<file path="config.mk">
export PLATFORM = sky130hd
export DESIGN_NAME = cbor_item_encoder_flat
export DESIGN_NICKNAME = d
export VERILOG_FILES = /design/src/rtl/cie_pkg.sv /design/src/rtl/cie_cmd_if.sv /design/src/rtl/cie_byte_if.sv /design/src/rtl/cie_encode.sv /design/src/rtl/cie_serialize.sv /design/src/rtl/cbor_item_encoder.sv /design/src/flat_wrapper.sv
export SDC_FILE = /design/constraint.sdc
export NUM_CORES = 1
export LEC_CHECK = 0
export BUFFER_PORTS_ARGS = -buffer_cell sky130_fd_sc_hd__buf_2
export CORE_MARGIN = 3
export CORE_UTILIZATION = 40
export CTS_CLUSTER_SIZE = 8
export DETAILED_ROUTE_END_ITERATION = 7
export PLACE_DENSITY = 0.67
export SETUP_SLACK_MARGIN = 0.05
export SLEW_MARGIN = 20
export SYNTH_ARGS = -nofsm -noshare
export SYNTH_HDL_FRONTEND = slang
export SYNTH_HIERARCHICAL = 1
export SYNTH_SLANG_ARGS = --single-unit
</file>
<file path="constraint.sdc">
create_clock -name clk -period 14.3 [get_ports clk]
set_input_delay 0 -clock clk [delete_from_list [all_inputs] [get_ports clk]]
set_output_delay 0 -clock clk [all_outputs]
set_load 0.05 [all_outputs]
</file>
<file path="src/rtl/cie_pkg.sv">
// Package for the CBOR item encoder: command codes, CBOR byte constants
// and the decoded-head record passed from the encode stage to the serializer.
// No dependencies.
package cie_pkg;

  // Command codes on the action field
  localparam logic [3:0] ACT_UINT      = 4'd0;
  localparam logic [3:0] ACT_BSTR_HEAD = 4'd1;
  localparam logic [3:0] ACT_TSTR_HEAD = 4'd2;
  localparam logic [3:0] ACT_PAYLOAD   = 4'd3;
  localparam logic [3:0] ACT_NULL      = 4'd4;
  localparam logic [3:0] ACT_ARR_START = 4'd5;
  localparam logic [3:0] ACT_ARR_END   = 4'd6;
  localparam logic [3:0] ACT_MAP_START = 4'd7;
  localparam logic [3:0] ACT_MAP_END   = 4'd8;

  // CBOR major types
  localparam logic [2:0] MT_UINT = 3'd0;
  localparam logic [2:0] MT_BSTR = 3'd2;
  localparam logic [2:0] MT_TSTR = 3'd3;

  // Additional-info codes
  localparam logic [4:0] AI_MAX_DIRECT = 5'd23;
  localparam logic [4:0] AI_ARG8       = 5'd24;
  localparam logic [4:0] AI_ARG16      = 5'd25;
  localparam logic [4:0] AI_ARG32      = 5'd26;
  localparam logic [4:0] AI_ARG64      = 5'd27;

  // Fixed single-byte items
  localparam logic [7:0] BYTE_NULL      = 8'hF6;
  localparam logic [7:0] BYTE_ARR_START = 8'h9F;
  localparam logic [7:0] BYTE_MAP_START = 8'hBF;
  localparam logic [7:0] BYTE_BREAK     = 8'hFF;

  localparam int unsigned ARG_W    = 64;
  localparam int unsigned ARG_CNT_W = 4;   // holds 0 to 8 argument bytes

  // Decoded item: head byte, argument byte count, argument left-aligned
  typedef struct packed {
    logic [7:0]           head;
    logic [ARG_CNT_W-1:0] nbytes;
    logic [ARG_W-1:0]     arg;
  } dec_t;

endpackage

</file>
<file path="src/rtl/cie_cmd_if.sv">
// Command channel interface of the CBOR item encoder.
// Carries valid, ready and one encoding command. No dependencies.
interface cie_cmd_if;
  logic        valid;
  logic        ready;
  logic [3:0]  action;
  logic [63:0] value;
  logic [7:0]  data_byte;

  modport source (output valid, action, value, data_byte, input ready);
  modport sink   (input valid, action, value, data_byte, output ready);
endinterface

</file>
<file path="src/rtl/cie_byte_if.sv">
// Byte channel interface of the CBOR item encoder.
// Carries valid, ready, one encoded byte and its last flag. No dependencies.
interface cie_byte_if;
  logic       valid;
  logic       ready;
  logic [7:0] out_byte;
  logic       last_byte;

  modport source (output valid, out_byte, last_byte, input ready);
  modport sink   (input valid, out_byte, last_byte, output ready);
endinterface

</file>
<file path="src/rtl/cie_encode.sv">
// Encode stage: registers each defined command as a decoded head (byte, count, argument).
// Depends on cie_pkg and cie_cmd_if.
module cie_encode (
  input  logic          clk,
  input  logic          rst_n,
  cie_cmd_if.sink       in_ch,
  output logic          dec_valid,
  output cie_pkg::dec_t dec,
  input  logic          dec_ready
);

  logic          dec_valid_r, dec_valid_nxt;
  cie_pkg::dec_t dec_r, dec_nxt;
  logic          known;
  logic [2:0]    major;
  logic          accept;

  assign in_ch.ready = !dec_valid_r || dec_ready;
  assign accept      = in_ch.valid && in_ch.ready;

  // Pick major type for head commands
  always_comb begin
    case (in_ch.action)
      cie_pkg::ACT_BSTR_HEAD: major = cie_pkg::MT_BSTR;
      cie_pkg::ACT_TSTR_HEAD: major = cie_pkg::MT_TSTR;
      default:                major = cie_pkg::MT_UINT;
    endcase
  end

  // Decode the command into head byte, argument size and aligned argument
  always_comb begin
    dec_nxt.head   = 8'h00;
    dec_nxt.nbytes = '0;
    dec_nxt.arg    = '0;
    known          = 1'b1;
    case (in_ch.action)
      cie_pkg::ACT_UINT, cie_pkg::ACT_BSTR_HEAD, cie_pkg::ACT_TSTR_HEAD: begin
        if (in_ch.value <= 64'(cie_pkg::AI_MAX_DIRECT)) begin
          dec_nxt.head = {major, in_ch.value[4:0]};
        end else if (in_ch.value[63:8] == '0) begin
          dec_nxt.head   = {major, cie_pkg::AI_ARG8};
          dec_nxt.nbytes = cie_pkg::ARG_CNT_W'(1);
          dec_nxt.arg    = {in_ch.value[7:0], 56'h0};
        end else if (in_ch.value[63:16] == '0) begin
          dec_nxt.head   = {major, cie_pkg::AI_ARG16};
          dec_nxt.nbytes = cie_pkg::ARG_CNT_W'(2);
          dec_nxt.arg    = {in_ch.value[15:0], 48'h0};
        end else if (in_ch.value[63:32] == '0) begin
          dec_nxt.head   = {major, cie_pkg::AI_ARG32};
          dec_nxt.nbytes = cie_pkg::ARG_CNT_W'(4);
          dec_nxt.arg    = {in_ch.value[31:0], 32'h0};
        end else begin
          dec_nxt.head   = {major, cie_pkg::AI_ARG64};
          dec_nxt.nbytes = cie_pkg::ARG_CNT_W'(8);
          dec_nxt.arg    = in_ch.value;
        end
      end
      cie_pkg::ACT_PAYLOAD:   dec_nxt.head = in_ch.data_byte;
      cie_pkg::ACT_NULL:      dec_nxt.head = cie_pkg::BYTE_NULL;
      cie_pkg::ACT_ARR_START: dec_nxt.head = cie_pkg::BYTE_ARR_START;
      cie_pkg::ACT_MAP_START: dec_nxt.head = cie_pkg::BYTE_MAP_START;
      cie_pkg::ACT_ARR_END, cie_pkg::ACT_MAP_END: dec_nxt.head = cie_pkg::BYTE_BREAK;
      default:                known = 1'b0;
    endcase
  end

  // Hold the stage until the serializer takes it; drop undefined commands
  always_comb begin
    dec_valid_nxt = dec_valid_r;
    if (accept) begin
      dec_valid_nxt = known;
    end else if (dec_ready) begin
      dec_valid_nxt = 1'b0;
    end
  end

  always_ff @(posedge clk) begin
    if (!rst_n) begin
      dec_valid_r <= 1'b0;
    end else begin
      dec_valid_r <= dec_valid_nxt;
    end
  end

  always_ff @(posedge clk) begin
    if (accept) begin
      dec_r <= dec_nxt;
    end
  end

  assign dec_valid = dec_valid_r;
  assign dec       = dec_r;

endmodule

</file>
<file path="src/rtl/cie_serialize.sv">
// Serializer: emits the head byte, then argument bytes MSB first, one per cycle while out_ch.ready allows.
// Depends on cie_pkg and cie_byte_if.
module cie_serialize (
  input  logic          clk,
  input  logic          rst_n,
  input  logic          dec_valid,
  input  cie_pkg::dec_t dec,
  output logic          dec_ready,
  cie_byte_if.source    out_ch
);

  logic                          out_valid_r, out_valid_nxt;
  logic [7:0]                    out_byte_r, out_byte_nxt;
  logic                          out_last_r, out_last_nxt;
  logic [cie_pkg::ARG_CNT_W-1:0] pend_cnt_r, pend_cnt_nxt;
  logic [cie_pkg::ARG_W-1:0]     pend_arg_r, pend_arg_nxt;
  logic                          slot_free;

  assign slot_free = !out_valid_r || out_ch.ready;
  assign dec_ready = slot_free && (pend_cnt_r == '0);

  // Advance: pending argument bytes first, then the next decoded head
  always_comb begin
    out_valid_nxt = out_valid_r;
    out_byte_nxt  = out_byte_r;
    out_last_nxt  = out_last_r;
    pend_cnt_nxt  = pend_cnt_r;
    pend_arg_nxt  = pend_arg_r;
    if (slot_free) begin
      if (pend_cnt_r != '0) begin
        out_valid_nxt = 1'b1;
        out_byte_nxt  = pend_arg_r[cie_pkg::ARG_W-1 -: 8];
        out_last_nxt  = (pend_cnt_r == cie_pkg::ARG_CNT_W'(1));
        pend_cnt_nxt  = pend_cnt_r - cie_pkg::ARG_CNT_W'(1);
        pend_arg_nxt  = {pend_arg_r[cie_pkg::ARG_W-9:0], 8'h00};
      end else if (dec_valid) begin
        out_valid_nxt = 1'b1;
        out_byte_nxt  = dec.head;
        out_last_nxt  = (dec.nbytes == '0);
        pend_cnt_nxt  = dec.nbytes;
        pend_arg_nxt  = dec.arg;
      end else begin
        out_valid_nxt = 1'b0;
      end
    end
  end

  always_ff @(posedge clk) begin
    if (!rst_n) begin
      out_valid_r <= 1'b0;
      pend_cnt_r  <= '0;
    end else begin
      out_valid_r <= out_valid_nxt;
      pend_cnt_r  <= pend_cnt_nxt;
    end
  end

  always_ff @(posedge clk) begin
    out_byte_r <= out_byte_nxt;
    out_last_r <= out_last_nxt;
    pend_arg_r <= pend_arg_nxt;
  end

  assign out_ch.valid     = out_valid_r;
  assign out_ch.out_byte  = out_byte_r;
  assign out_ch.last_byte = out_last_r;

endmodule

</file>
<file path="src/rtl/cbor_item_encoder.sv">
// CBOR item encoder top level: encode stage followed by the byte serializer.
// Depends on cie_pkg, cie_cmd_if, cie_byte_if, cie_encode and cie_serialize.
//
// Usage:
//   in_ch takes one command per item (action, value, data_byte) under
//   valid/ready. out_ch delivers the encoded CBOR bytes one at a time, with
//   last_byte set on the final byte of each command.
//   A command produces 1 byte (short head, payload byte, null, array or map
//   start, break) or 1 + 1/2/4/8 bytes (head with argument, MSB first).
//   Undefined action codes are accepted and produce nothing.
// Path: an accepted command is registered in the encode stage, then its first
//   byte is loaded into the serializer's output register and appears on out_ch,
//   where it is taken when the output side is free.
// Throughput: one output byte per cycle while out_ch.ready is high, set by the
//   single output register; single-byte commands stream at one per cycle, and a
//   head with n argument bytes holds the output until its last byte is sent.
// Reset (rst_n low, synchronous): both stages empty, out_ch.valid low.
// Stall: when out_ch.ready is low the current byte holds; one decoded command
//   waits in the encode stage and in_ch.ready drops once that stage is full.
module cbor_item_encoder (
  input  logic       clk,
  input  logic       rst_n,
  cie_cmd_if.sink    in_ch,
  cie_byte_if.source out_ch
);

  logic          dec_valid;
  logic          dec_ready;
  cie_pkg::dec_t dec;

  cie_encode u_encode (
    .clk       (clk),
    .rst_n     (rst_n),
    .in_ch     (in_ch),
    .dec_valid (dec_valid),
    .dec       (dec),
    .dec_ready (dec_ready)
  );

  cie_serialize u_serialize (
    .clk       (clk),
    .rst_n     (rst_n),
    .dec_valid (dec_valid),
    .dec       (dec),
    .dec_ready (dec_ready),
    .out_ch    (out_ch)
  );

endmodule

</file>
<file path="src/flat_wrapper.sv">
// flat-port wrapper written by rule: the top's interface ports become plain ports
module cbor_item_encoder_flat 
  (clk, rst_n, in_ch_valid, in_ch_action, in_ch_value, in_ch_data_byte, in_ch_ready, out_ch_valid, out_ch_out_byte, out_ch_last_byte, out_ch_ready);
  cie_cmd_if in_ch_i ();
  cie_byte_if out_ch_i ();
  input  logic clk;
  input  logic rst_n;
  input wire logic [$bits(in_ch_i.valid)-1:0] in_ch_valid;
  input wire logic [$bits(in_ch_i.action)-1:0] in_ch_action;
  input wire logic [$bits(in_ch_i.value)-1:0] in_ch_value;
  input wire logic [$bits(in_ch_i.data_byte)-1:0] in_ch_data_byte;
  output wire logic [$bits(in_ch_i.ready)-1:0] in_ch_ready;
  output wire logic [$bits(out_ch_i.valid)-1:0] out_ch_valid;
  output wire logic [$bits(out_ch_i.out_byte)-1:0] out_ch_out_byte;
  output wire logic [$bits(out_ch_i.last_byte)-1:0] out_ch_last_byte;
  input wire logic [$bits(out_ch_i.ready)-1:0] out_ch_ready;
  assign in_ch_i.valid = in_ch_valid;
  assign in_ch_i.action = in_ch_action;
  assign in_ch_i.value = in_ch_value;
  assign in_ch_i.data_byte = in_ch_data_byte;
  assign in_ch_ready = in_ch_i.ready;
  assign out_ch_valid = out_ch_i.valid;
  assign out_ch_out_byte = out_ch_i.out_byte;
  assign out_ch_last_byte = out_ch_i.last_byte;
  assign out_ch_i.ready = out_ch_ready;
  cbor_item_encoder u_core (.clk(clk), .rst_n(rst_n), .in_ch(in_ch_i), .out_ch(out_ch_i));
endmodule
</file>
* Yosys cells after proc, flatten, opt, wreduce, memory -nomap -nowiden *
Cells that the tools add are included.
Widths: inputs -> output; s select.

cells by class
  magnitude comparators = 1
  muxes and demuxes = 19
  reductions and logical operators = 23
  equal/unequal tests = 9
  add/subtract/negate cells = 1
  bitwise gates (word level) = 1

operator list
  operator             count
  $mux 70              2
  $mux 64              2
  $mux 69              1
  $le 64x5->1 const B  1
  $logic_not 56->1     1
  $logic_not 48->1     1
  $pmux 8 s6           1
  $logic_not 32->1     1
  $eq 4x3->1 const B   4
  $mux 8               2
  $logic_not 4->1      3
  $reduce_or 9->1      1
  $eq 4x1->1 const B   2
  $eq 4x2->1 const B   2
  $mux 4               2
  $mux 1               7
  $reduce_or 3->1      2
  $mux 5               1
  $reduce_or 5->1      1
  $eq 4x4->1 const B   1
  $pmux 2 s2           1
  $reduce_bool 2->1    2
  $reduce_bool 4->1    1
  $reduce_or 2->1      2
  other kinds (7)      10

word-level totals
  input port bits = 80
  register bits after elaboration = 155
  output and inout port bits = 11

* Depth between registers and ports, before layout *
  word-level depth = 6
  depth in mapped cells = 8
  depth with buffers taken out = 6

* Hierarchy *
Netlist, hierarchy kept.

modules (own cells, without submodules)
  module         times used  cells an instance  area an instance (um^2)  sequential area each (um^2)
  cie_encode     1           267                3554.7                   2302.2
  cie_serialize  1           331                3510.9                   2292.2

* Least setup slack after synthesis *
No wires, ideal clock.

  kind = register to register
  start point = register u_core.u_serialize.out_valid_r (netlist: u_core/u_serialize/out_ch.valid)
  end point = register u_core/u_serialize/pend_cnt_r[1] (netlist name)
  path slack = 9803 ps
  cell stages (with the launch flop) = 5
  arrival = 4171 ps
  required time = 13974 ps
  path through = dfxtp_1 -> nor2b_1 -> clkbuf_1 -> nor2_1 -> a311oi_1

on the way
  longest elaborated chain between the ends = 3

ends and longest elaborated chain
  item                               RTL line             RTL
  from (decl)                        cie_serialize.sv:12  logic out_valid_r, out_valid_nxt;
  from (signal assigned)             cie_serialize.sv:53  out_valid_r <= out_valid_nxt;
  $logic_not 1->1                    cie_serialize.sv:19  assign slot_free = !out_valid_r || out_ch.ready;
  $logic_or 1x1->1                   cie_serialize.sv:19
  $reduce_and 2->1 (no source line)  --
  to (signal assigned)               cie_serialize.sv:54  pend_cnt_r <= pend_cnt_nxt;
  to (decl)                          cie_serialize.sv:15  logic [cie_pkg::ARG_CNT_W-1:0] pend_cnt_r, pend_cnt_nxt;

No other way between the ends.
A chain may end at the register's enable or synchronous reset.

* Worst setup path in the final report *
  start point = input port in_ch_value[51]
  end point = register u_core.u_encode.dec_r (netlist bit u_core/u_encode/dec[37]), data pin

on the way
  longest elaborated chain between the ends = 2
  elaborated cells on any way between the ends = 6
  those cells by class = order compare (1); mux (1); reduce/logical (4)

ends and longest elaborated chain
  item                                                         RTL line            RTL
  from (decl)                                                  flat_wrapper.sv:10  input wire logic [$bits(in_ch_i.value)-1:0] in_ch_value;
  $le 64x5->1, or another cell as far along                    cie_encode.sv:38    if (in_ch.value <= 64'(cie_pkg::AI_MAX_DIRECT)) begin
  $reduce_or 4->1 (no source line) or $mux 69 (tied branches)  --
  to (signal assigned)                                         cie_encode.sv:87    dec_r <= dec_nxt;
  to (decl)                                                    cie_encode.sv:13    cie_pkg::dec_t dec_r, dec_nxt;

Several ways; a longest one is shown, not always the timed one.

==> impl_metrics.yaml <==
clock_tree:
  cts.hold.buffers_added: 64
  root_buffer: "clkbuf_16"
  cts_buffer_depth: 2
  clk_pin_slew_ns: 0.06
  clkLatencyLatePin_ns: 0.42
  cts_setup_buffers: 0
  cts_made_buffers: 17
  cts.sinks: 155
  cts_max_level: 4
  cts.repair.resized: 0
  cts_tree: "done"
finish:
  nets: 825
  register_area_sq_um: 4590
  antenna_cells: 0
  nFillCells: 1471
  post-route-util_pct: 52.4
  drive_above_1_share_pct: 21.7
  multi_input_area_sq_um: 2250
  syn_to_final_growth_pct: 25.7
  fin_cells: 976
logic_synthesis:
  ys.flop_type: "edfxtp_1"
  synth_cells: 598
  synth_fp_nets: 680
  synth_cell_types: 57
  synth-seq-area-share_pct: 65.0
  synth-seq-cells: 155
  yosys_warnings: 6
  synth-edff-count: 149
  syn_area_sq_um: 7070
  async_reset_ff_share_pct: 0
  syn_area_per_cell_sq_um: 11.8
route:
  drt_wl_total_microns: 18400
  dr_total_vias: 5276
  ant_nets: 0
  dr.first_iter.drc_count: 564
  routed_via_density: 5.41
  drc: 0
  wl_per_cell_microns: 18.8
  firstDrtPassIters: 5
die:
  die_area_sq_um: 19300
  die_w_microns: 139
  std_cell_rows: 47
  initial_core_util_pct: 41.7
  core_area_sq_um: 16900
  pin_count: 91
  die-height_microns: 139
global_route:
  grt_pass1_wl_microns: 28700
  grt_usage_pct: 19.3
  grt_max_degree: 77
  grt_pass1_vias: 5249
  overflow: 0
  antenna_found_initial: 0
sta:
  finalSetupViolations: 0
  max_freq_ghz: 0.270
  finalCritPeriodShare_pct: 25.9
  rsz0062_at_grt: "no"
  finalClockSkew_ns: 0.00788
  hold_violations: 0
  drv_slew: 0
  post-route-min-period_ns: 3.70
  worst_slew_pin_slew_ns: 1.04
  tns_ns: 0
  maxSlewHeadroom_pct: 30.2
worst_hold_path:
  hp-start: "in_ch_value[3]"
  min_path_cells: 2
  hp-class: "input pin to register"
  min_to: "u_core/u_encode/dec[3]"
worst_setup_path:
  worstPathRequired_ns: 14.59
  r2r_cells: 8
  critPathKind: "input pin to register"
  worstReg2RegStart: "u_core/u_serialize/pend_cnt_r[1]"
  crit_arrival_ns: 3.98
  critPathLaunchType: "input pin"
  r2r_end: "u_core/u_encode/dec[69]"
  critPathCaptureType: "register"
  r2r_slack_ns: 11.06
  crit_path_max_fanout: 17
run_status:
  status: "completed"
power:
  p_leak_nw: 3.65
  max-vdd-ir-drop_v: 0.000119
  p_per_area_nw_per_um2: 202
placed_design:
  gp_congestion: 0.960
  place_hpwl_microns: 12400
  dp_cells: 880
  port_buffers: 90
run:
  cap_violations: 0
==> Yosys cell counts (11+ instances only) <==
cell type	n	area share, %
a21o_1	11	1.2
a21oi_1	13	0.92
a22o_1	22	2.7
and2_1	43	3.8
buf_2	13	0.92
clkbuf_1	13	0.69
edfxtp_1	149	63
nand2_1	174	9.2
nand2_2	30	2.7
nor2_1	14	0.74
nor4_1	15	1.3
o21ai_0	11	0.78
==> stage by stage <==
stage          power, mW  instance area [sq um]  setup slack [ns]  hold WS [ns]
6_report            1.80                   8880             10.60        0.0229
5_1_grt             1.90                   8880             10.41        0.0168
4_1_cts             1.81                   8880             10.72      0.000131
3_5_place_dp        1.33                   7630             11.11         0.272
3_3_place_gp        1.32                   7630             11.20         0.265
2_1_floorplan       1.23                   7070              9.80         0.118
==> critical path: stages <==
cell and delay [ns]:
dlygate4sd3_1 0.53, buf_2 0.13, nor4_1 0.52, nand4_1 0.20, nor2_1 0.63, buf_4 0.35, nor3b_2 0.82, a22o_1 0.24
dlygate4sd3_1 0.56
==> worst max path at each step <==
stage / start / endpoint / cells past startpoint
final: in_ch_value[51] / u_core/u_encode/dec[37] / 9
after global routing: in_ch_value[51] / u_core/u_encode/dec[45] / 9
after CTS: in_ch_value[51] / u_core/u_encode/dec[40] / 9
after detailed placement: u_core/u_serialize/pend_cnt_r[1] / u_core/u_encode/dec[13] / 8
after global placement: u_core/u_serialize/pend_cnt_r[0] / u_core/u_encode/dec[13] / 8
after floorplan: u_core/u_serialize/out_ch.valid / u_core/u_serialize/pend_cnt_r[1] / 4
==> power by group <==
part	total, mW	internal, mW	leakage (nW)	switching (mW)
Sequential	0.789	0.737	1.55	0.0524
Combinational	0.548	0.151	1.81	0.397
Clock	0.460	0.290	0.282	0.170
==> flip-flops by register name, indices dropped and copies added (netlist names) <==
| register | count |
|---|---|
| u_core/u_serialize/out_ch.last_byte | 1 |
| u_core/u_serialize/out_ch.out_byte | 8 |
| u_core/u_serialize/pend_cnt_r | 4 |
| u_core/u_serialize/pend_arg_r | 64 |
| u_core/u_encode/dec_valid | 1 |
| u_core/u_serialize/out_ch.valid | 1 |
| u_core/u_encode/dec | 76 |
==> cell families (layout without fill, tap and decap cells) <==
group           after synthesis  after routing  synth area share, %
fa+ha+maj                     2              2                0.354
flops                       155            155                 65.0
mux                           1              1                0.142
buf+inv                      40            198                 3.47
xor+xnor                      1              1                0.124
simple gates                307            307                 21.1
compound gates               92             92                 9.83
==> cells in the final DEF, fill, tap and decap left out, types with 6 or more instances in the layout <==
master / instances
dfxtp_1: 6
a21oi_1: 13
o21ai_0: 11
and2_1: 42
clkbuf_16: 17
buf_2: 90
nand2_1: 174
nand2_2: 30
dlygate4sd3_1: 64
a22o_1: 22
edfxtp_1: 149
inv_1: 7
a21o_1: 11
o2bb2ai_1: 7
nor4_1: 15
nor2_1: 12
a211o_1: 6
==> layer usage <==
layer	wire length (microns)	track usage, %	share of wire (%)	vias to the layer above
met1	7320	25.1	40	2493
met4	690	9.47	3.8	0
met3	1630	5.07	8.9	56
li1	-	-	-	2434
met5	0	0	0	-
met2	8710	30.0	47	293
==> layout make-up <==
type,count,share of cell area (%)
Inverter,7,0.296
Multi-Input combinational cell,403,25.3
Clock buffer,19,4.88
Sequential cell,155,51.7
Clock inverter,13,1.97
Timing Repair Buffer,159,12.7
Tap cell,220,3.10
(Power assumes the default switching activity.)
